### config.mk
export PLATFORM = sky130hd
export DESIGN_NAME = sbus_frame_receiver
export DESIGN_NICKNAME = d
export VERILOG_FILES = /design/src/rtl/core/sbfr_pkg.sv /design/src/rtl/core/sbus_frame_receiver.sv /design/src/rtl/core/sbfr_front.sv /design/src/rtl/core/sbfr_cmd_fifo.sv /design/src/rtl/core/sbfr_back.sv
export SDC_FILE = /design/constraint.sdc
export NUM_CORES = 1
export LEC_CHECK = 0
export BUFFER_PORTS_ARGS = -buffer_cell sky130_fd_sc_hd__buf_2
export CELL_PAD_IN_SITES_DETAIL_PLACEMENT = 1
export CELL_PAD_IN_SITES_GLOBAL_PLACEMENT = 2
export CORE_AREA = 8 8 280 282
export CTS_BUF_LIST = sky130_fd_sc_hd__clkbuf_16
export CTS_CLUSTER_SIZE = 14
export DETAILED_ROUTE_END_ITERATION = 6
export DIE_AREA = 0 0 288 290
export PLACE_DENSITY_LB_ADDON = 0.1
export SLEW_MARGIN = 20
export SYNTH_ARGS = -nofsm -noshare
export SYNTH_HDL_FRONTEND = slang
export SYNTH_SLANG_ARGS = --single-unit
### constraint.sdc
create_clock -name clk_i -period 43.8 [get_ports clk_i]
set_clock_uncertainty 0.1 [all_clocks]
set_input_delay 4.38 -clock clk_i [delete_from_list [all_inputs] [get_ports clk_i]]
set_output_delay 4.38 -clock clk_i [all_outputs]
set_load 0.005 [all_outputs]
### src/rtl/core/sbfr_pkg.sv
// Shared types and constants for the SBUS frame receiver.
// Used by every module in rtl/core; depends on nothing else.
`timescale 1ns / 1ps

package sbfr_pkg;

  // Frame layout: header at position 0, payload at 1..22, flags at 23, footer at 24.
  localparam int unsigned PayloadBytes = 22;
  localparam int unsigned PayloadW     = PayloadBytes * 8;
  localparam int unsigned FlagsPos     = 23;
  localparam int unsigned FooterPos    = 24;
  localparam int unsigned PosW         = 5;

  // Result field widths.
  localparam int unsigned ChanW   = 11;
  localparam int unsigned IndexW  = 4;

  // Configuration port.
  localparam int unsigned CfgAddrW   = 1;
  localparam int unsigned CfgDataW   = 8;
  localparam logic [7:0]  HeaderReset = 8'h0F;
  localparam logic [7:0]  FooterReset = 8'h00;

  // Defaults for top-level parameters.
  localparam int unsigned DefaultChannels = 16;
  localparam int unsigned CmdDepth        = 2;

  typedef enum logic [CfgAddrW-1:0] {
    REG_HEADER = 1'b0,
    REG_FOOTER = 1'b1
  } cfg_reg_e;

  typedef enum logic {
    FR_HUNT    = 1'b0,
    FR_ALIGNED = 1'b1
  } front_state_e;

  typedef enum logic {
    BK_IDLE = 1'b0,
    BK_EMIT = 1'b1
  } back_state_e;

  // One finished frame, or one error, handed from the front to the back.
  typedef struct packed {
    logic                is_error;
    logic [PayloadW-1:0] payload;
  } cmd_t;

endpackage

### src/rtl/core/sbus_frame_receiver.sv
// Top level of the SBUS frame receiver: front end, command queue and back end.
// Depends on sbfr_pkg, sbfr_front, sbfr_cmd_fifo and sbfr_back.
//
// Usage: received serial bytes are written in through push_i/full_o with
// rx_byte_i; a transaction happens when push_i is high and full_o is low.
// Decoded channels are read out through empty_o/pop_i; the oldest result is
// on the result ports while empty_o is low and is taken when pop_i is high.
// A footer byte queues one frame transaction; the back end then emits one
// channel per cycle while pop_i is held, through the single shift-and-extract
// unit. An error result passes through the command queue and the result
// register. full_o rises only when the command queue holds CmdDepth pending
// frames or errors. When the reader stalls, the result register holds and the
// back end waits; the front keeps taking bytes until the queue fills. Reset
// returns to hunting for a header, clears the command queue and the result
// register and loads the header and footer registers with their defaults.
// The configuration registers are written through cfg_we_i, cfg_addr_i and
// cfg_wdata_i; the user must write them only while the block is idle, which the
// block itself does not enforce.
`timescale 1ns / 1ps

module sbus_frame_receiver #(
  parameter int unsigned Channels = sbfr_pkg::DefaultChannels,
  parameter int unsigned CmdDepth = sbfr_pkg::CmdDepth
) (
  input  logic                          clk_i,
  input  logic                          rst_ni,
  input  logic                          push_i,
  output logic                          full_o,
  input  logic [7:0]                    rx_byte_i,
  output logic                          empty_o,
  input  logic                          pop_i,
  output logic [sbfr_pkg::IndexW-1:0]   channel_index_o,
  output logic [sbfr_pkg::ChanW-1:0]    channel_value_o,
  output logic                          frame_error_o,
  output logic                          last_of_frame_o,
  input  logic                          cfg_we_i,
  input  logic [sbfr_pkg::CfgAddrW-1:0] cfg_addr_i,
  input  logic [sbfr_pkg::CfgDataW-1:0] cfg_wdata_i
);
  import sbfr_pkg::*;

  cmd_t front_cmd;
  cmd_t back_cmd;
  logic cmd_push;
  logic cmd_full;
  logic cmd_pop;
  logic cmd_empty;

  sbfr_front u_front (
    .clk_i      (clk_i),
    .rst_ni     (rst_ni),
    .push_i     (push_i),
    .full_o     (full_o),
    .rx_byte_i  (rx_byte_i),
    .cfg_we_i   (cfg_we_i),
    .cfg_addr_i (cfg_addr_i),
    .cfg_wdata_i(cfg_wdata_i),
    .cmd_full_i (cmd_full),
    .cmd_push_o (cmd_push),
    .cmd_o      (front_cmd)
  );

  sbfr_cmd_fifo #(
    .Depth(CmdDepth)
  ) u_cmd_fifo (
    .clk_i  (clk_i),
    .rst_ni (rst_ni),
    .push_i (cmd_push),
    .data_i (front_cmd),
    .full_o (cmd_full),
    .pop_i  (cmd_pop),
    .empty_o(cmd_empty),
    .data_o (back_cmd)
  );

  sbfr_back #(
    .Channels(Channels)
  ) u_back (
    .clk_i          (clk_i),
    .rst_ni         (rst_ni),
    .cmd_empty_i    (cmd_empty),
    .cmd_i          (back_cmd),
    .cmd_pop_o      (cmd_pop),
    .pop_i          (pop_i),
    .empty_o        (empty_o),
    .channel_index_o(channel_index_o),
    .channel_value_o(channel_value_o),
    .frame_error_o  (frame_error_o),
    .last_of_frame_o(last_of_frame_o)
  );

endmodule

### src/rtl/core/sbfr_front.sv
// Front end of the SBUS frame receiver: configuration registers, frame
// alignment and payload capture. Depends on sbfr_pkg.
`timescale 1ns / 1ps

module sbfr_front (
  input  logic                          clk_i,
  input  logic                          rst_ni,
  input  logic                          push_i,
  output logic                          full_o,
  input  logic [7:0]                    rx_byte_i,
  input  logic                          cfg_we_i,
  input  logic [sbfr_pkg::CfgAddrW-1:0] cfg_addr_i,
  input  logic [sbfr_pkg::CfgDataW-1:0] cfg_wdata_i,
  input  logic                          cmd_full_i,
  output logic                          cmd_push_o,
  output sbfr_pkg::cmd_t                cmd_o
);
  import sbfr_pkg::*;

  front_state_e        state_q, state_d;
  logic [PosW-1:0]     pos_q, pos_d;
  logic [7:0]          header_q, footer_q;
  logic [PayloadW-1:0] payload_q;
  logic                accept;
  logic                hit_header;
  logic                hit_footer;
  logic                shift_en;

  // A byte is taken only when the command queue has room.
  assign full_o     = cmd_full_i;
  assign accept     = push_i && !cmd_full_i;
  assign hit_header = (rx_byte_i == header_q);
  assign hit_footer = (rx_byte_i == footer_q);

  // Configuration registers.
  always_ff @(posedge clk_i or negedge rst_ni) begin
    if (!rst_ni) begin
      header_q <= HeaderReset;
      footer_q <= FooterReset;
    end else if (cfg_we_i) begin
      unique case (cfg_reg_e'(cfg_addr_i))
        REG_HEADER: header_q <= cfg_wdata_i;
        REG_FOOTER: footer_q <= cfg_wdata_i;
        default: ;
      endcase
    end
  end

  // Next state and frame position.
  always_comb begin
    state_d = state_q;
    pos_d   = pos_q;
    if (accept) begin
      unique case (state_q)
        FR_HUNT: begin
          if (hit_header) begin
            state_d = FR_ALIGNED;
            pos_d   = PosW'(1);
          end
        end
        FR_ALIGNED: begin
          priority if (pos_q == '0) begin
            if (hit_header) begin
              pos_d = PosW'(1);
            end else begin
              state_d = FR_HUNT;
            end
          end else if (pos_q <= PosW'(FlagsPos)) begin
            pos_d = pos_q + PosW'(1);
          end else begin
            pos_d = '0;
            if (!hit_footer) begin
              state_d = FR_HUNT;
            end
          end
        end
        default: ;
      endcase
    end
  end

  // Command generation and payload capture strobes.
  always_comb begin
    cmd_push_o     = 1'b0;
    cmd_o.is_error = 1'b1;
    cmd_o.payload  = payload_q;
    shift_en       = 1'b0;
    if (accept && state_q == FR_ALIGNED) begin
      priority if (pos_q == '0) begin
        cmd_push_o = !hit_header;
      end else if (pos_q <= PosW'(PayloadBytes)) begin
        shift_en = 1'b1;
      end else if (pos_q >= PosW'(FooterPos)) begin
        cmd_push_o     = 1'b1;
        cmd_o.is_error = !hit_footer;
      end
    end
  end

  always_ff @(posedge clk_i or negedge rst_ni) begin
    if (!rst_ni) begin
      state_q <= FR_HUNT;
      pos_q   <= '0;
    end else begin
      state_q <= state_d;
      pos_q   <= pos_d;
    end
  end

  // Payload bytes shift in from the top, so byte 1 ends up in the low bits.
  always_ff @(posedge clk_i) begin
    if (shift_en) begin
      payload_q <= {rx_byte_i, payload_q[PayloadW-1:8]};
    end
  end

  // The position is held at zero while hunting.
  assert property (@(posedge clk_i) disable iff (!rst_ni)
    (state_q == FR_HUNT) |-> (pos_q == '0))
    else $error("sbfr_front: nonzero position while hunting");

  // The position never runs past the footer.
  assert property (@(posedge clk_i) disable iff (!rst_ni)
    pos_q <= PosW'(FooterPos))
    else $error("sbfr_front: position beyond footer");

endmodule

### src/rtl/core/sbfr_cmd_fifo.sv
// Short command queue between the front and back of the SBUS frame receiver.
// Depends on sbfr_pkg for the command type.
`timescale 1ns / 1ps

module sbfr_cmd_fifo #(
  parameter int unsigned Depth = sbfr_pkg::CmdDepth
) (
  input  logic           clk_i,
  input  logic           rst_ni,
  input  logic           push_i,
  input  sbfr_pkg::cmd_t data_i,
  output logic           full_o,
  input  logic           pop_i,
  output logic           empty_o,
  output sbfr_pkg::cmd_t data_o
);
  import sbfr_pkg::*;

  localparam int unsigned PtrW = (Depth > 1) ? $clog2(Depth) : 1;
  localparam int unsigned CntW = $clog2(Depth + 1);

  cmd_t            mem_q [Depth];
  logic [PtrW-1:0] wr_ptr_q, rd_ptr_q;
  logic [CntW-1:0] count_q;
  logic            do_push, do_pop;

  assign full_o  = (count_q == CntW'(Depth));
  assign empty_o = (count_q == '0);
  assign do_push = push_i && !full_o;
  assign do_pop  = pop_i && !empty_o;
  assign data_o  = mem_q[rd_ptr_q];

  // Storage.
  always_ff @(posedge clk_i) begin
    if (do_push) begin
      mem_q[wr_ptr_q] <= data_i;
    end
  end

  // Pointers and fill count.
  always_ff @(posedge clk_i or negedge rst_ni) begin
    if (!rst_ni) begin
      wr_ptr_q <= '0;
      rd_ptr_q <= '0;
      count_q  <= '0;
    end else begin
      if (do_push) begin
        wr_ptr_q <= (wr_ptr_q == PtrW'(Depth - 1)) ? '0 : wr_ptr_q + PtrW'(1);
      end
      if (do_pop) begin
        rd_ptr_q <= (rd_ptr_q == PtrW'(Depth - 1)) ? '0 : rd_ptr_q + PtrW'(1);
      end
      if (do_push && !do_pop) begin
        count_q <= count_q + CntW'(1);
      end else if (do_pop && !do_push) begin
        count_q <= count_q - CntW'(1);
      end
    end
  end

  // The fill count never exceeds the depth.
  assert property (@(posedge clk_i) disable iff (!rst_ni)
    count_q <= CntW'(Depth))
    else $error("sbfr_cmd_fifo: overfilled");

endmodule

### src/rtl/core/sbfr_back.sv
// Back end of the SBUS frame receiver: unpacks 11-bit channels from a
// captured payload and holds the result register. Depends on sbfr_pkg.
`timescale 1ns / 1ps

module sbfr_back #(
  parameter int unsigned Channels = sbfr_pkg::DefaultChannels
) (
  input  logic                        clk_i,
  input  logic                        rst_ni,
  input  logic                        cmd_empty_i,
  input  sbfr_pkg::cmd_t              cmd_i,
  output logic                        cmd_pop_o,
  input  logic                        pop_i,
  output logic                        empty_o,
  output logic [sbfr_pkg::IndexW-1:0] channel_index_o,
  output logic [sbfr_pkg::ChanW-1:0]  channel_value_o,
  output logic                        frame_error_o,
  output logic                        last_of_frame_o
);
  import sbfr_pkg::*;

  localparam int unsigned ChW = $clog2(Channels);

  back_state_e         state_q, state_d;
  logic [PayloadW-1:0] shift_q;
  logic [ChW-1:0]      cnt_q;
  logic                out_valid_q;
  logic [IndexW-1:0]   index_q;
  logic [ChanW-1:0]    value_q;
  logic                error_q;
  logic                last_q;
  logic                out_free;
  logic                is_last;
  logic                load_frame;
  logic                load_error;
  logic                emit;

  // The result register can take a new transaction when empty or being drained.
  assign out_free = !out_valid_q || pop_i;
  assign is_last  = (cnt_q == ChW'(Channels - 1));

  // Next state.
  always_comb begin
    state_d = state_q;
    unique case (state_q)
      BK_IDLE: begin
        if (!cmd_empty_i && out_free && !cmd_i.is_error) begin
          state_d = BK_EMIT;
        end
      end
      BK_EMIT: begin
        if (out_free && is_last) begin
          state_d = BK_IDLE;
        end
      end
      default: ;
    endcase
  end

  // Control strobes.
  always_comb begin
    cmd_pop_o  = (state_q == BK_IDLE) && !cmd_empty_i && out_free;
    load_frame = cmd_pop_o && !cmd_i.is_error;
    load_error = cmd_pop_o && cmd_i.is_error;
    emit       = (state_q == BK_EMIT) && out_free;
  end

  always_ff @(posedge clk_i or negedge rst_ni) begin
    if (!rst_ni) begin
      state_q <= BK_IDLE;
      cnt_q   <= '0;
    end else begin
      state_q <= state_d;
      if (load_frame) begin
        cnt_q <= '0;
      end else if (emit) begin
        cnt_q <= cnt_q + ChW'(1);
      end
    end
  end

  // Channel c sits in the low 11 bits after c shifts.
  always_ff @(posedge clk_i) begin
    if (load_frame) begin
      shift_q <= cmd_i.payload;
    end else if (emit) begin
      shift_q <= shift_q >> ChanW;
    end
  end

  // Result register.
  always_ff @(posedge clk_i or negedge rst_ni) begin
    if (!rst_ni) begin
      out_valid_q <= 1'b0;
    end else if (load_error || emit) begin
      out_valid_q <= 1'b1;
    end else if (pop_i) begin
      out_valid_q <= 1'b0;
    end
  end

  always_ff @(posedge clk_i) begin
    if (load_error) begin
      index_q <= '0;
      value_q <= '0;
      error_q <= 1'b1;
      last_q  <= 1'b1;
    end else if (emit) begin
      index_q <= IndexW'(cnt_q);
      value_q <= shift_q[ChanW-1:0];
      error_q <= 1'b0;
      last_q  <= is_last;
    end
  end

  assign empty_o         = !out_valid_q;
  assign channel_index_o = index_q;
  assign channel_value_o = value_q;
  assign frame_error_o   = error_q;
  assign last_of_frame_o = last_q;

  // An error result carries zero fields and closes its frame.
  assert property (@(posedge clk_i) disable iff (!rst_ni)
    (out_valid_q && error_q) |-> (last_q && index_q == '0 && value_q == '0))
    else $error("sbfr_back: malformed error result");

  // The closing result of a good frame is the highest channel.
  assert property (@(posedge clk_i) disable iff (!rst_ni)
    (out_valid_q && !error_q && last_q) |-> (index_q == IndexW'(Channels - 1)))
    else $error("sbfr_back: frame closed on wrong channel");

  // A stalled result register freezes channel progress.
  assert property (@(posedge clk_i) disable iff (!rst_ni)
    (state_q == BK_EMIT && out_valid_q && !pop_i) |=> $stable(cnt_q))
    else $error("sbfr_back: channel skipped under stall");

endmodule

Yosys cells after proc, flatten, opt, wreduce, memory -nomap -nowiden. Memory sizes are Yosys's and may differ from the RTL's. Index checks and enable logic that the tools add are counted.

Flip-flop bits (word level): 401. RAM bits: 354. Word-level logic and storage cells: 99. Memories kept: 1. Output and inout port bits: 19. Bits of input ports: 22.

Memory list: u_cmd_fifo.mem_q (words 2, bits a word 177, rd ports 1, clocked after memory_dff 0, write ports 1, line sbfr_cmd_fifo.sv:22) `cmd_t mem_q [Depth];`.

$add $sub $neg: 6. Bitwise gates (word level): 3. Eq/ne operators: 4. Reduce and logical (&&, ||, !) cells: 31. Mux-type cells: 35. Magnitude comparators: 3.

Operators by type and width (number): $mux 176 (2); $mux 1 (23); $eq 8x8->1 (2); $mux 5 (3); $logic_and 1x1->1 (14); $le 5x5->1 const B (2); $pmux 5 s2 (1); $logic_not 1->1 (8); $mux 4 (2); $reduce_bool 2->1 (3); $add 5x1->5 const B (1); $ge 5x5->1 const B (1); $logic_not 5->1 (1); $add 4x1->4 const B (1); $eq 4x4->1 const B (1); $mux 2 (2); $pmux 1 s2 (2); $reduce_and 2->1 (2); $not 1->1 (3); $add 1x1->1 const B (2); $add 2x1->2 const B (1); $eq 2x2->1 const B (1); $logic_not 2->1 (1); $logic_or 1x1->1 (2); $sub 2x1->2 const B (1).

Depth between registers and ports, before layout. Gate-level depths: netlist of run 1.

Depth in word-level cells: 10. Gate-level depth with buffers: 9. Mapped depth without buffers: 9.

Modules after synthesis. A second synthesis of run 1 with hierarchy kept.

Cell total of the unflattened synthesis: 1342. Area total of the unflattened synthesis: 28798.9 um^2.

By module, submodules not included: sbfr_cmd_fifo (times used 1, sequential area each 10730.3 um^2, area each 13392.8 um^2, cells each 570); sbfr_back (times used 1, sequential area each 5775.5 um^2, area each 8847.2 um^2, cells each 483); sbfr_front (times used 1, sequential area each 5840.6 um^2, area each 6558.8 um^2, cells each 289).

Worst setup path after synthesis of run 1. Ideal clock, no wire load.

Kind: input-to-reg. Start: in rx_byte_i[3]. End: mem u_cmd_fifo.mem_q[1][0] in the netlist's numbering, enable pin. Arrival: 17.730 ns. Stages: 4. Library setup time: 0.975 ns. Buffers on the path: 0. Data required time: 42.725 ns. Path slack: 24.995 ns. Path through: xnor2_1 -> nand4_1 -> o21ai_0 -> a211oi_1.

Longest elaborated chain between the ends: 7.

RTL lines: from (decl) (line sbus_frame_receiver.sv:29) `input logic [7:0] rx_byte_i,`; $eq 8x8->1 (line sbfr_front.sv:32) `assign hit_header = (rx_byte_i == header_q);`; $logic_not 1->1 (line sbfr_front.sv:90) `cmd_push_o = !hit_header;`; $mux 1 (line sbfr_front.sv:89) `priority if (pos_q == '0) begin`; $mux 1 (line sbfr_front.sv:88) `if (accept && state_q == FR_ALIGNED) begin`; $logic_and 1x1->1 (line sbfr_cmd_fifo.sv:29) `assign do_push = push_i && !full_o;`; $mux 1 (line sbfr_cmd_fifo.sv:35) `if (do_push) begin`; $mux 1 (implied by the code) (line sbfr_cmd_fifo.sv:36) `mem_q[wr_ptr_q] <= data_i;`; to (decl) (line sbfr_cmd_fifo.sv:22).

Every way passes these cells.

Worst setup path in the final report of run 1.
Start: in push_i. End: reg u_front.payload_q[43], enable pin.

Longest elaborated chain between the ends: 3.

RTL lines: from (decl) (line sbus_frame_receiver.sv:27) `input logic push_i,`; $logic_and 1x1->1 (line sbfr_front.sv:31) `assign accept = push_i && !cmd_full_i;`; $logic_and 1x1->1 (line sbfr_front.sv:88); $mux 1 (line sbfr_front.sv:88); named net u_front.shift_en (line sbfr_front.sv:27) `logic shift_en;`; to (signal assigned) (line sbfr_front.sv:113) `payload_q <= {rx_byte_i, payload_q[PayloadW-1:8]};`; to (decl) (line sbfr_front.sv:23) `logic [PayloadW-1:0] payload_q;`.

The timed path passes the listed nets, and every way through them passes these cells. A chain may end at the register's enable or synchronous reset.

==> results.sh, run 1 <==
export IMPL_maxSlewHeadroom_pct=27.52
export IMPL_cts_tree="built"
export IMPL_grt_setup_unrepaired="false"
export IMPL_power_frac_comb_pct=16.6
export IMPL_nets=1616
export IMPL_clock_latency_ps=600
export IMPL_ctsResizeCount=0
export IMPL_cp_required_ps=43920
export IMPL_synth_fa_ha_area_share_pct=0.1845
export IMPL_grt_pass1_wl_um=79980
export IMPL_period_minus_slack_ps=7648
export IMPL_start_util_pct=36.74
export IMPL_netlist_top_cell_by_area="edfxtp_1"
export IMPL_cellPowerDensity_nw_per_um2=63.68
export IMPL_ys_ff_latch=755
export IMPL_cts_setup_buffers=0
export IMPL_swShare_pct=26.94
export IMPL_synth_warnings=0
export IMPL_arrival_ps=7770
export IMPL_die_h_um=290
export IMPL_internal_power_uw=1435
export IMPL_rows=100
export IMPL_numCtsBuffers=82
export IMPL_portBuffers=40
export IMPL_area_growth_syn_to_layout_pct=13.74
export IMPL_die_area_um2=83520
export IMPL_fin_crit_sh_pct=17.46
export IMPL_grt_remaining_overflow=0
export IMPL_cts_root_buf="clkbuf_16"
export IMPL_synth_common_cells="edfxtp_1 (706), a21oi_1 (184), nor2_1 (184)"
export IMPL_synth_seq_area_share_pct=82.38
export IMPL_cts_max_level=3
export IMPL_post_synth_top_count_cell="edfxtp_1"
export IMPL_finalSetupViolations=0
export IMPL_fillerInstances=7154
export IMPL_synthesis_area_um2=27120
export IMPL_yosysUniqueCellTypes=44
export IMPL_synthTopCellsByArea="edfxtp_1 (78%), mux2i_1 (6.5%), a21oi_1 (3.4%)"
export IMPL_die_w_um=288
export IMPL_place_inst=2474
export IMPL_boundaryPins=41
export IMPL_path_clk_slew_ps=60
export IMPL_holdWs_ps=347.2
export IMPL_ys_async_sr_fraction_pct=4.238
export IMPL_leakagePower_uw=0.01061
export IMPL_maxCapViolations=0
export IMPL_syn_nets=1543
export IMPL_grt_antenna_before_repair=0
export IMPL_irDropWorstVdd_mv=0.03241
export IMPL_synth_simple_gate_area_share_pct=3.958
export IMPL_p_sw_uw=529.2
export IMPL_gr_usage_all_layers_pct=12.15
export IMPL_crit_type="primary input to flip-flop"
export IMPL_synthCells=1517
export IMPL_holdCritPathClass="flip-flop to flip-flop"
export IMPL_post_synth_xor_area_fraction_pct=0.7427
export IMPL_seqPwrFrac_pct=51.2
export IMPL_worstSetupStartpointType="primary input"
export IMPL_grt_pass1_vias=13715
export IMPL_drive_gt1_share_pct=11.81
export IMPL_gp_congestion=0.6975
export IMPL_synth_edff_count=706
export IMPL_synth_top_family_by_area="multiplexers"
export IMPL_worst_pin_slew_ps=1087
export IMPL_antenna_left=0
export IMPL_wl_per_cell_um=19.47
export IMPL_drt_pass1_iter_count=6
export IMPL_synth_top_area_share_pct=78.16
export IMPL_antenna_cells=0
export IMPL_synth_compound_area_share_pct=3.999
export IMPL_tns_ps=0
export IMPL_synth_ff_type="edfxtp_1"
export IMPL_crit_fanout=51
export IMPL_drv_slew=0
export IMPL_cts_hold_buffers_added=0
export IMPL_via_count=12608
export IMPL_crit_path_end_kind="flip-flop"
export IMPL_fmax_mhz=130.8
export IMPL_clockPowerShare_pct=32.2
export IMPL_synth_area_per_cell_um2=17.88
export IMPL_outcome="complete, no violations"
export IMPL_layout_cells_non_filler=2620
export IMPL_hold_viol=0
export IMPL_grt_max_degree=170
export IMPL_clock_sinks=755
export IMPL_cts_max_path_buffers=3
export IMPL_synth_area_mux_share_pct=7.210
export IMPL_drt_initial_drc_count=612
export IMPL_vias_per_cell=4.812
export IMPL_hpwl_um=26580
export IMPL_drc=0
export IMPL_coreArea_um2=73820
export IMPL_wl_um=51000
export IMPL_power_uw=1965
## through the flow
stage                     setup slack (ps)  instance area, um^2  util, %
after floorplan                      25000                27120        -
after global placement               35170                28360    38.41
after detailed placement             35050                28360    38.42
after CTS                            35710                30820    41.75
after global routing                 35890                30850    41.79
final                                36150                30850    41.79
## worst max-delay path, cell delays in order
cell and delay (ps):
buf_2 140, nand4_1 330, a21oi_4 500, buf_16 230, buf_4 600, buf_4 730
buf_4 720
## sequential cells by signal (all words and copies together), names as in the netlist
| register | cells |
|---|---|
| u_back.channel_index_o | 4 |
| u_back.channel_value_o | 11 |
| u_back.cnt_q | 4 |
| u_back.frame_error_o | 1 |
| u_back.last_of_frame_o | 1 |
| u_back.out_valid_q | 1 |
| u_back.shift_q | 176 |
| u_back.state_q | 1 |
| u_cmd_fifo.count_q | 2 |
| u_cmd_fifo.mem_q | 354 |
| u_cmd_fifo.rd_ptr_q | 1 |
| u_cmd_fifo.wr_ptr_q | 1 |
| u_front.footer_q | 8 |
| u_front.header_q | 8 |
| u_front.payload_q | 176 |
| u_front.pos_q | 5 |
| u_front.state_q | 1 |
## metal layers
| layer | up-vias | routed length, um | global-route usage (%) |
|---|---|---|---|
| met4 | 0 | 1139 | 3.514 |
| met1 | 6472 | 22670 | 15.30 |
| met5 | - | 0 | 0 |
| met2 | 139 | 25680 | 20.98 |
| met3 | 87 | 1511 | 2.556 |
| li1 | 5910 | - | - |
## cell type report
class	instances	area [um^2]	share of cell area (%)
clock buffer	84	2102	6.814
clock inverter	61	356.6	1.156
inverter	8	30.03	0.09734
multi-input combinational	686	4427	14.35
sequential	755	22350	72.45
tap	969	1212	3.930
timing repair buffer	57	372.9	1.209
## kinds of logic after synthesis
group	Yosys count
flip-flops	755
AND/OR/NAND/NOR	260
XOR/XNOR	23
buffers and inverters	76
AO/OA/AOI/OAI	206
multiplexers	193
adder cells (fa/ha/maj)	4
## layout by cell type, fill, tap and decap left out, types with 2 or more instances in the layout
master	instances
inv_6	3
nand3_1	9
mux2i_1	176
nand2_1	39
o21ai_0	5
mux2_2	16
clkinv_2	14
or3_1	4
buf_2	40
nand2b_1	4
dfxtp_1	17
xnor2_1	19
dfstp_2	4
bufinv_16	3
ha_1	4
a211o_1	2
clkinvlp_4	3
xor2_1	4
a211oi_4	2
nor2_1	184
clkbuf_16	84
dfrtp_1	27
clkinv_1	18
buf_4	14
inv_1	27
nand4_1	6
buf_12	2
edfxtp_1	706
nor2b_1	3
and3_1	3
a32o_1	3
a21oi_1	183
a31oi_1	2
## worst paths after layout
kind                                          end  slack [ps]  cells past startpoint                 start
max in group asynchronous     u_cmd_fifo.rd_ptr_q       39270                      1                rst_ni
min in group asynchronous     u_front.footer_q[6]        3760                      1                rst_ni
max                         u_front.payload_q[43]       36150                      7                push_i
min                        u_cmd_fifo.mem_q[1][4]         350                      0  u_front.payload_q[4]
min reg2reg                u_cmd_fifo.mem_q[1][4]         350                      0  u_front.payload_q[4]
max reg2reg                 u_front.payload_q[43]       39140                      9      u_front.pos_q[0]
## power groups by stage
stage | Sequential, uW | Combinational, uW | Clock, uW
after detailed placement | 1020 | 339 | 0
after global routing | 1020 | 370 | 681
final | 1010 | 326 | 633
after floorplan | 1010 | 253 | 0
after global placement | 1020 | 335 | 0
after CTS | 1010 | 341 | 657
Note: power is estimated with default switching activity, not from simulation.
==> run 2, diff against run 1 <==
--- a/config.mk
+++ b/config.mk
@@ -5,14 +5,15 @@
 export SDC_FILE = /design/constraint.sdc
 export NUM_CORES = 1
 export LEC_CHECK = 0
+export ABC_AREA = 1
 export BUFFER_PORTS_ARGS = -buffer_cell sky130_fd_sc_hd__buf_2
 export CELL_PAD_IN_SITES_DETAIL_PLACEMENT = 1
 export CELL_PAD_IN_SITES_GLOBAL_PLACEMENT = 2
-export CORE_AREA = 8 8 280 282
+export CORE_AREA = 8 8 285 287
 export CTS_BUF_LIST = sky130_fd_sc_hd__clkbuf_16
 export CTS_CLUSTER_SIZE = 14
 export DETAILED_ROUTE_END_ITERATION = 6
-export DIE_AREA = 0 0 288 290
+export DIE_AREA = 0 0 293 295
 export PLACE_DENSITY_LB_ADDON = 0.1
 export SLEW_MARGIN = 20
 export SYNTH_ARGS = -nofsm -noshare
==> constraint.sdc (replaced) <==
create_clock -name clk_i -period 7 [get_ports clk_i]
set_clock_uncertainty 0.1 [all_clocks]
set_input_delay 0.7 -clock clk_i [delete_from_list [all_inputs] [get_ports clk_i]]
set_output_delay 0.7 -clock clk_i [all_outputs]
set_load 0.005 [all_outputs]
==> run 2 against run 1 <==
Compared with the run above:
- setup slack lost 33000 ps
- clock power grew to 6.4 times the previous value
- count of clock-buffer cells in the layout grew 1
- largest cell class unchanged
- sequential share of layout area shrank 2.0 points
- hold slack lost 270 ps
- critical path type is now flip-flop to flip-flop
- non-clock buffer count grew 1
- routed wire length grew 9.1%
- utilization shrank 0.41 points
- highest routed layer unchanged
- combinational power grew to 8.0 times the previous value
==> results.sh, run 2 <==
export IMPL_slowest_stage="inv_8"
export IMPL_regMostFlops="u_cmd_fifo.mem_q"
export IMPL_irDropWorstVdd_mv=0.3661
export IMPL_tns_ps=0
export IMPL_grt_max_degree=178
export IMPL_cts_tree="built"
export IMPL_synth_ff_type="edfxtp_1"
export IMPL_cts_setup_buffers=0
export IMPL_drt_pass1_iter_count=4
export IMPL_period_minus_slack_ps=3523
export IMPL_die_area_um2=86440
export IMPL_worst_pin_slew_ps=991.8
export IMPL_fin_util_pct=41.38
export IMPL_area_growth_syn_to_layout_pct=12.99
export IMPL_grt_setup_unrepaired="false"
export IMPL_drc=0
export IMPL_synthTopCellsByArea="edfxtp_1 (75%), nand2_1 (6.4%), a31oi_2 (4.5%)"
export IMPL_synth_edff_count=706
export IMPL_top_regs="u_cmd_fifo.mem_q (354), u_back.shift_q (176), u_front.payload_q (176)"
export IMPL_cp_required_ps=7160
export IMPL_syn_nets=1839
export IMPL_coreArea_um2=76700
export IMPL_nets=1897
export IMPL_layout_cells_non_filler=2972
export IMPL_finalSetupViolations=0
export IMPL_drv_slew=0
export IMPL_rows=102
export IMPL_grt_remaining_overflow=0
export IMPL_clock_sinks=755
export IMPL_start_util_pct=36.63
export IMPL_synth_common_cells="edfxtp_1 (706), nand2_1 (477), a31oi_2 (100), nor2_2 (100), nor2_1 (84)"
export IMPL_hold_viol=0
export IMPL_grt_pass1_vias=15124
export IMPL_boundaryPins=41
export IMPL_antenna_cells=0
export IMPL_antenna_left=0
export IMPL_cts_max_path_buffers=3
export IMPL_rrSetupSlack_ps=3480
export IMPL_synth_top_area_share_pct=75.46
export IMPL_cts_max_level=3
export IMPL_place_inst=2827
export IMPL_synthesis_area_um2=28090
export IMPL_cp_cell_sequence="inv_6, o21ai_1, and2_4, nor2_1, inv_8, buf_4"
export IMPL_path_clk_slew_ps=60
export IMPL_leakagePower_uw=0.01080
export IMPL_cts_hold_buffers_added=0
export IMPL_via_count=13979
export IMPL_die_h_um=295
export IMPL_maxSlewHeadroom_pct=33.88
export IMPL_gp_congestion=0.6990
export IMPL_fmax_mhz=283.8
export IMPL_clock_latency_ps=620
export IMPL_synth_warnings=0
export IMPL_die_w_um=293
export IMPL_wl_um=55670
export IMPL_numCtsBuffers=82
export IMPL_fin_crit_sh_pct=50.33
export IMPL_crit_type="flip-flop to flip-flop"
export IMPL_cp_top_family="buffers and inverters"
export IMPL_portBuffers=40
export IMPL_vias_per_cell=4.704
export IMPL_ctsResizeCount=0
export IMPL_worstSetupStartpointType="flip-flop"
export IMPL_drive_gt1_share_pct=19.25
export IMPL_outcome="complete, no violations"
export IMPL_drt_initial_drc_count=628
export IMPL_gr_usage_all_layers_pct=12.94
export IMPL_maxCapViolations=0
export IMPL_hpwl_um=28910
export IMPL_wl_per_cell_um=18.73
export IMPL_final_common_cell="edfxtp_1"
export IMPL_synth_area_per_cell_um2=15.50
export IMPL_arrival_ps=3680
export IMPL_crit_buf_inv=3
export IMPL_grt_antenna_before_repair=0
export IMPL_post_synth_top_count_cell="edfxtp_1"
export IMPL_largest_reg_flops=354
export IMPL_layout_common_cells="edfxtp_1 (706), nand2_1 (477), nor2_2 (100), a31oi_2 (100), clkbuf_16 (85)"
export IMPL_grt_pass1_wl_um=88570
export IMPL_ys_ff_latch=755
export IMPL_synthCells=1813
export IMPL_cellPowerDensity_nw_per_um2=410.4
export IMPL_slowest_delay_ps=640
export IMPL_synth_seq_area_share_pct=79.54
export IMPL_holdCritPathClass="primary input to asynchronous set/reset pin"
export IMPL_cts_root_buf="clkbuf_16"
export IMPL_ys_async_sr_fraction_pct=4.238
export IMPL_crit_path_end_kind="flip-flop"
export IMPL_netlist_top_cell_by_area="edfxtp_1"
export IMPL_crit_fanout=104
export IMPL_yosysUniqueCellTypes=30
[run 2: cell types whose count changed after synthesis, moves of 16 or more]
cell and delta:
a31oi_2 +100, buf_2 -20, a31oi_1 +64, mux2_2 -16
a21oi_1 -170, nor2_2 +99, nor2_1 -100, nand2_1 +437
clkbuf_1 +22, inv_1 +54, mux2i_1 -176, o21ai_0 +21
[run 2: final cells by class]
type	instances	area, um^2
Clock inverter	60	391.6
Fill cell	7619	44960
Clock buffer	85	2127
Inverter	63	256.5
Sequential cell	755	22350
Multi-Input combinational cell	911	4942
Tap cell	1040	1301
Timing Repair Buffer	58	372.9
[run 2: power breakdown]
part	total, uW	internal [uW]	switching, uW
registers	6360	6010	358
clock network	4050	2340	1720
logic	2610	849	1760
[run 2: metal layers]
metal,global-route usage [%],up-vias,wire length (um),part of all wire (%)
met5,0,-,0,0
met4,4.146,0,1307,2.3
met3,2.124,89,1455,2.6
met2,22.46,132,27760,50
met1,16.54,7121,25140,45
li1,-,6637,-,-
[run 2: final timing paths]
check                                     start                endpoint  cells after the start
hold reg to reg            u_front.payload_q[7]  u_cmd_fifo.mem_q[1][7]                      0
hold / removal                           rst_ni     u_front.footer_q[2]                      1
max in group asynchronous                rst_ni     u_cmd_fifo.rd_ptr_q                      1
setup / recovery            u_cmd_fifo.rd_ptr_q      u_back.shift_q[44]                      6
min in group clk_i                 rx_byte_i[4]  u_front.payload_q[172]                      1
setup reg to reg            u_cmd_fifo.rd_ptr_q      u_back.shift_q[44]                      6
[run 2: cells by family (layout without fill, tap and decap cells)]
family,after synthesis,count (layout),share of synthesized area [%]
buffers and inverters,147,266,2.926
DFF,755,755,79.54
xor gates and xnor gates,15,15,0.4677
AOI/OAI and AO/OA,208,208,6.681
adders and majority gates,4,4,0.1782
and+or+nand+nor,684,684,10.20
[run 2: through the flow]
step	hold slack [ps]	worst slack, ps	power [uW]	cell area [um^2]
4_1_cts	67.83	3314	13330	31740
3_5_place_dp	337.5	3330	9201	29220
3_3_place_gp	331.2	3329	9174	29220
2_1_floorplan	304.4	563.4	8402	28100
6_report	73.47	3477	13030	31740
5_1_grt	124.1	3175	13760	31740
==> run 3, diff against run 2 <==
==> constraint.sdc (replaced) <==
create_clock -name clk_i -period 3.2 [get_ports clk_i]
set_clock_uncertainty 0.1 [all_clocks]
set_input_delay 0.32 -clock clk_i [delete_from_list [all_inputs] [get_ports clk_i]]
set_output_delay 0.32 -clock clk_i [all_outputs]
set_load 0.005 [all_outputs]
==> run 3 against run 2 <==
Compared with the run above:
- die area is the same
- sequential share of layout area is 1.3 points lower
- combinational power is 130% higher
- final cell count grew 1.7%
- utilization is 0.78 points higher
- clock power up 120%
- final area up 1.9%
- setup slack got worse by 2800 ps
- fmax increased by 42%
- hold slack better by 150 ps
- power increased by 120%
- non-clock buffer count rose by 39
- largest power group unchanged
==> results.sh, run 3 (same netlist as run 2, synthesis figures left out) <==
export IMPL_worstSetupStartpointType="flip-flop"
export IMPL_p_sw_uw=8470
export IMPL_drv_slew=0
export IMPL_clock_latency_ps=620
export IMPL_via_count=14096
export IMPL_seqPwrFrac_pct=48.3
export IMPL_regMostFlops="u_cmd_fifo.mem_q"
export IMPL_crit_fanout=48
export IMPL_drt_initial_drc_count=616
export IMPL_hpwl_um=30470
export IMPL_boundaryPins=41
export IMPL_holdCritPathClass="primary input to asynchronous set/reset pin"
export IMPL_nets=1939
export IMPL_portBuffers=40
export IMPL_grt_antenna_before_repair=0
export IMPL_power_frac_comb_pct=20.7
export IMPL_worst_pin_slew_ps=1019
export IMPL_crit_path_end_kind="flip-flop"
export IMPL_cts_root_buf="clkbuf_16"
export IMPL_layout_cells_non_filler=3022
export IMPL_wl_per_cell_um=18.54
export IMPL_tns_ps=0
export IMPL_fmax_mhz=404.3
export IMPL_grt_remaining_overflow=0
export IMPL_crit_type="flip-flop to flip-flop"
export IMPL_largest_reg_flops=354
export IMPL_period_minus_slack_ps=2474
export IMPL_die_w_um=293
export IMPL_grt_pass1_wl_um=89980
export IMPL_leakagePower_uw=0.01105
export IMPL_gp_congestion=0.7115
export IMPL_outcome="complete, no violations"
export IMPL_cts_max_level=3
export IMPL_irDropWorstVdd_mv=0.5788
export IMPL_start_util_pct=36.63
export IMPL_numCtsBuffers=85
export IMPL_cellPowerDensity_nw_per_um2=889.3
export IMPL_final_common_cell="edfxtp_1"
export IMPL_place_inst=2846
export IMPL_grt_setup_unrepaired="false"
export IMPL_cts_max_path_buffers=3
export IMPL_clock_sinks=755
export IMPL_gr_usage_all_layers_pct=13.14
export IMPL_antenna_left=0
export IMPL_cp_required_ps=3370
export IMPL_crit_buf_inv=2
export IMPL_drc=0
export IMPL_fin_crit_sh_pct=77.30
export IMPL_maxSlewHeadroom_pct=32.09
export IMPL_slowest_stage="nor2_4"
export IMPL_drive_gt1_share_pct=20.79
export IMPL_ctsResizeCount=0
export IMPL_cts_tree="built"
export IMPL_die_area_um2=86440
export IMPL_path_clk_slew_ps=60
export IMPL_clockPowerShare_pct=31.0
export IMPL_cts_setup_buffers=0
export IMPL_finalSetupViolations=0
export IMPL_coreArea_um2=76700
export IMPL_area_growth_syn_to_layout_pct=15.13
export IMPL_internal_power_uw=20290
export IMPL_hold_viol=0
export IMPL_grt_pass1_vias=15657
export IMPL_cp_top_family="simple AND/OR/NAND/NOR gates"
export IMPL_top_regs="u_cmd_fifo.mem_q (354), u_back.shift_q (176), u_front.payload_q (176)"
export IMPL_swShare_pct=29.45
export IMPL_layout_common_cells="edfxtp_1 (706), nand2_1 (475), nor2_2 (102)"
export IMPL_drt_pass1_iter_count=4
export IMPL_wl_um=56030
export IMPL_cp_cell_sequence="inv_2, ha_2, nand4_1, a21oi_2, nand2_2, nor2_4, buf_12"
export IMPL_slowest_delay_ps=420
export IMPL_vias_per_cell=4.664
export IMPL_antenna_cells=0
export IMPL_arrival_ps=2640
export IMPL_die_h_um=295
export IMPL_rows=102
export IMPL_grt_max_degree=177
export IMPL_maxCapViolations=0
run 3: cell types whose count changed in the layout (fill, tap and decap cells not counted), moves of 3 or more:
cell | before | now
dlygate4sd3_1 | 0 | 19
nor2_1 | 82 | 78
clkinvlp_4 | 0 | 5
inv_2 | 0 | 4
buf_12 | 3 | 16
clkinv_2 | 8 | 11
clkbuf_16 | 85 | 88
buf_4 | 15 | 21
run 3: worst register-to-register path, cell delays in order, from the launching register on:
cell and delay, ps:
dfrtp_1 410, inv_2 80, ha_2 170, nand4_1 180, a21oi_2 250, nand2_2 110, nor2_4 420, buf_12 370
run 3: area by class of cell:
| class | instances | area, um^2 |
|---|---|---|
| sequential | 755 | 22350 |
| inverter | 63 | 249.0 |
| tap | 1040 | 1301 |
| multi-input combinational | 911 | 4984 |
| clock inverter | 68 | 360.3 |
| timing repair buffer | 97 | 895.9 |
| clock buffer | 88 | 2202 |
| fill | 7593 | 44360 |
run 3: power by group through the flow:
stage / combinational (uW) / sequential, uW / clock, uW
finish: 5960 / 13900 / 8920
global route: 6770 / 14100 / 9590
CTS: 6230 / 13900 / 9230
detailed placement: 6190 / 14100 / 0
global placement: 6080 / 14100 / 0
floorplan: 4440 / 13900 / 0
run 3: final timing paths:
kind / start / to / slack (ps) / depth (start not counted)
worst min-delay path: rst_ni / u_front.header_q[4] / 230 / 2
worst max register to register: u_front.pos_q[0] / u_cmd_fifo.mem_q[1][64] / 730 / 7
worst max-delay path: u_front.pos_q[0] / u_cmd_fifo.mem_q[1][64] / 730 / 7
worst min register to register: u_front.payload_q[1] / u_cmd_fifo.mem_q[1][1] / 350 / 0
min in group clk_i: cfg_we_i / u_front.header_q[0] / 230 / 4
max in group asynchronous: rst_ni / u_cmd_fifo.rd_ptr_q / 2160 / 2
run 3: stage by stage:
| step | util [%] | worst slack, ps | hold slack [ps] | total power, uW | cell area (um^2) |
|---|---|---|---|---|---|
| CTS | 42.13 | 676.0 | 186.0 | 29410 | 32310 |
| global placement | 38.54 | 758.5 | 328.7 | 20210 | 29560 |
| global route | 42.17 | 570.6 | 251.3 | 30430 | 32340 |
| floorplan | - | -1036 | -75.59 | 18350 | 28160 |
| detailed placement | 38.54 | 701.9 | 336.4 | 20310 | 29560 |
| finish | 42.17 | 726.3 | 227.4 | 28760 | 32340 |
run 3: metal layers:
layer | global-route usage [%] | wire length [um] | up-vias
met3 | 2.425 | 1417 | 90
met1 | 16.14 | 24810 | 7171
li1 | - | - | 6711
met2 | 23.58 | 28530 | 124
met5 | 0 | 0 | -
met4 | 3.808 | 1270 | 0
run 3: what timing repair did:
action                                  in CTS  in global routing
endpoints found under the setup margin       0                  0
hold buffers                                19                  0
endpoints found under the hold margin       55                  0
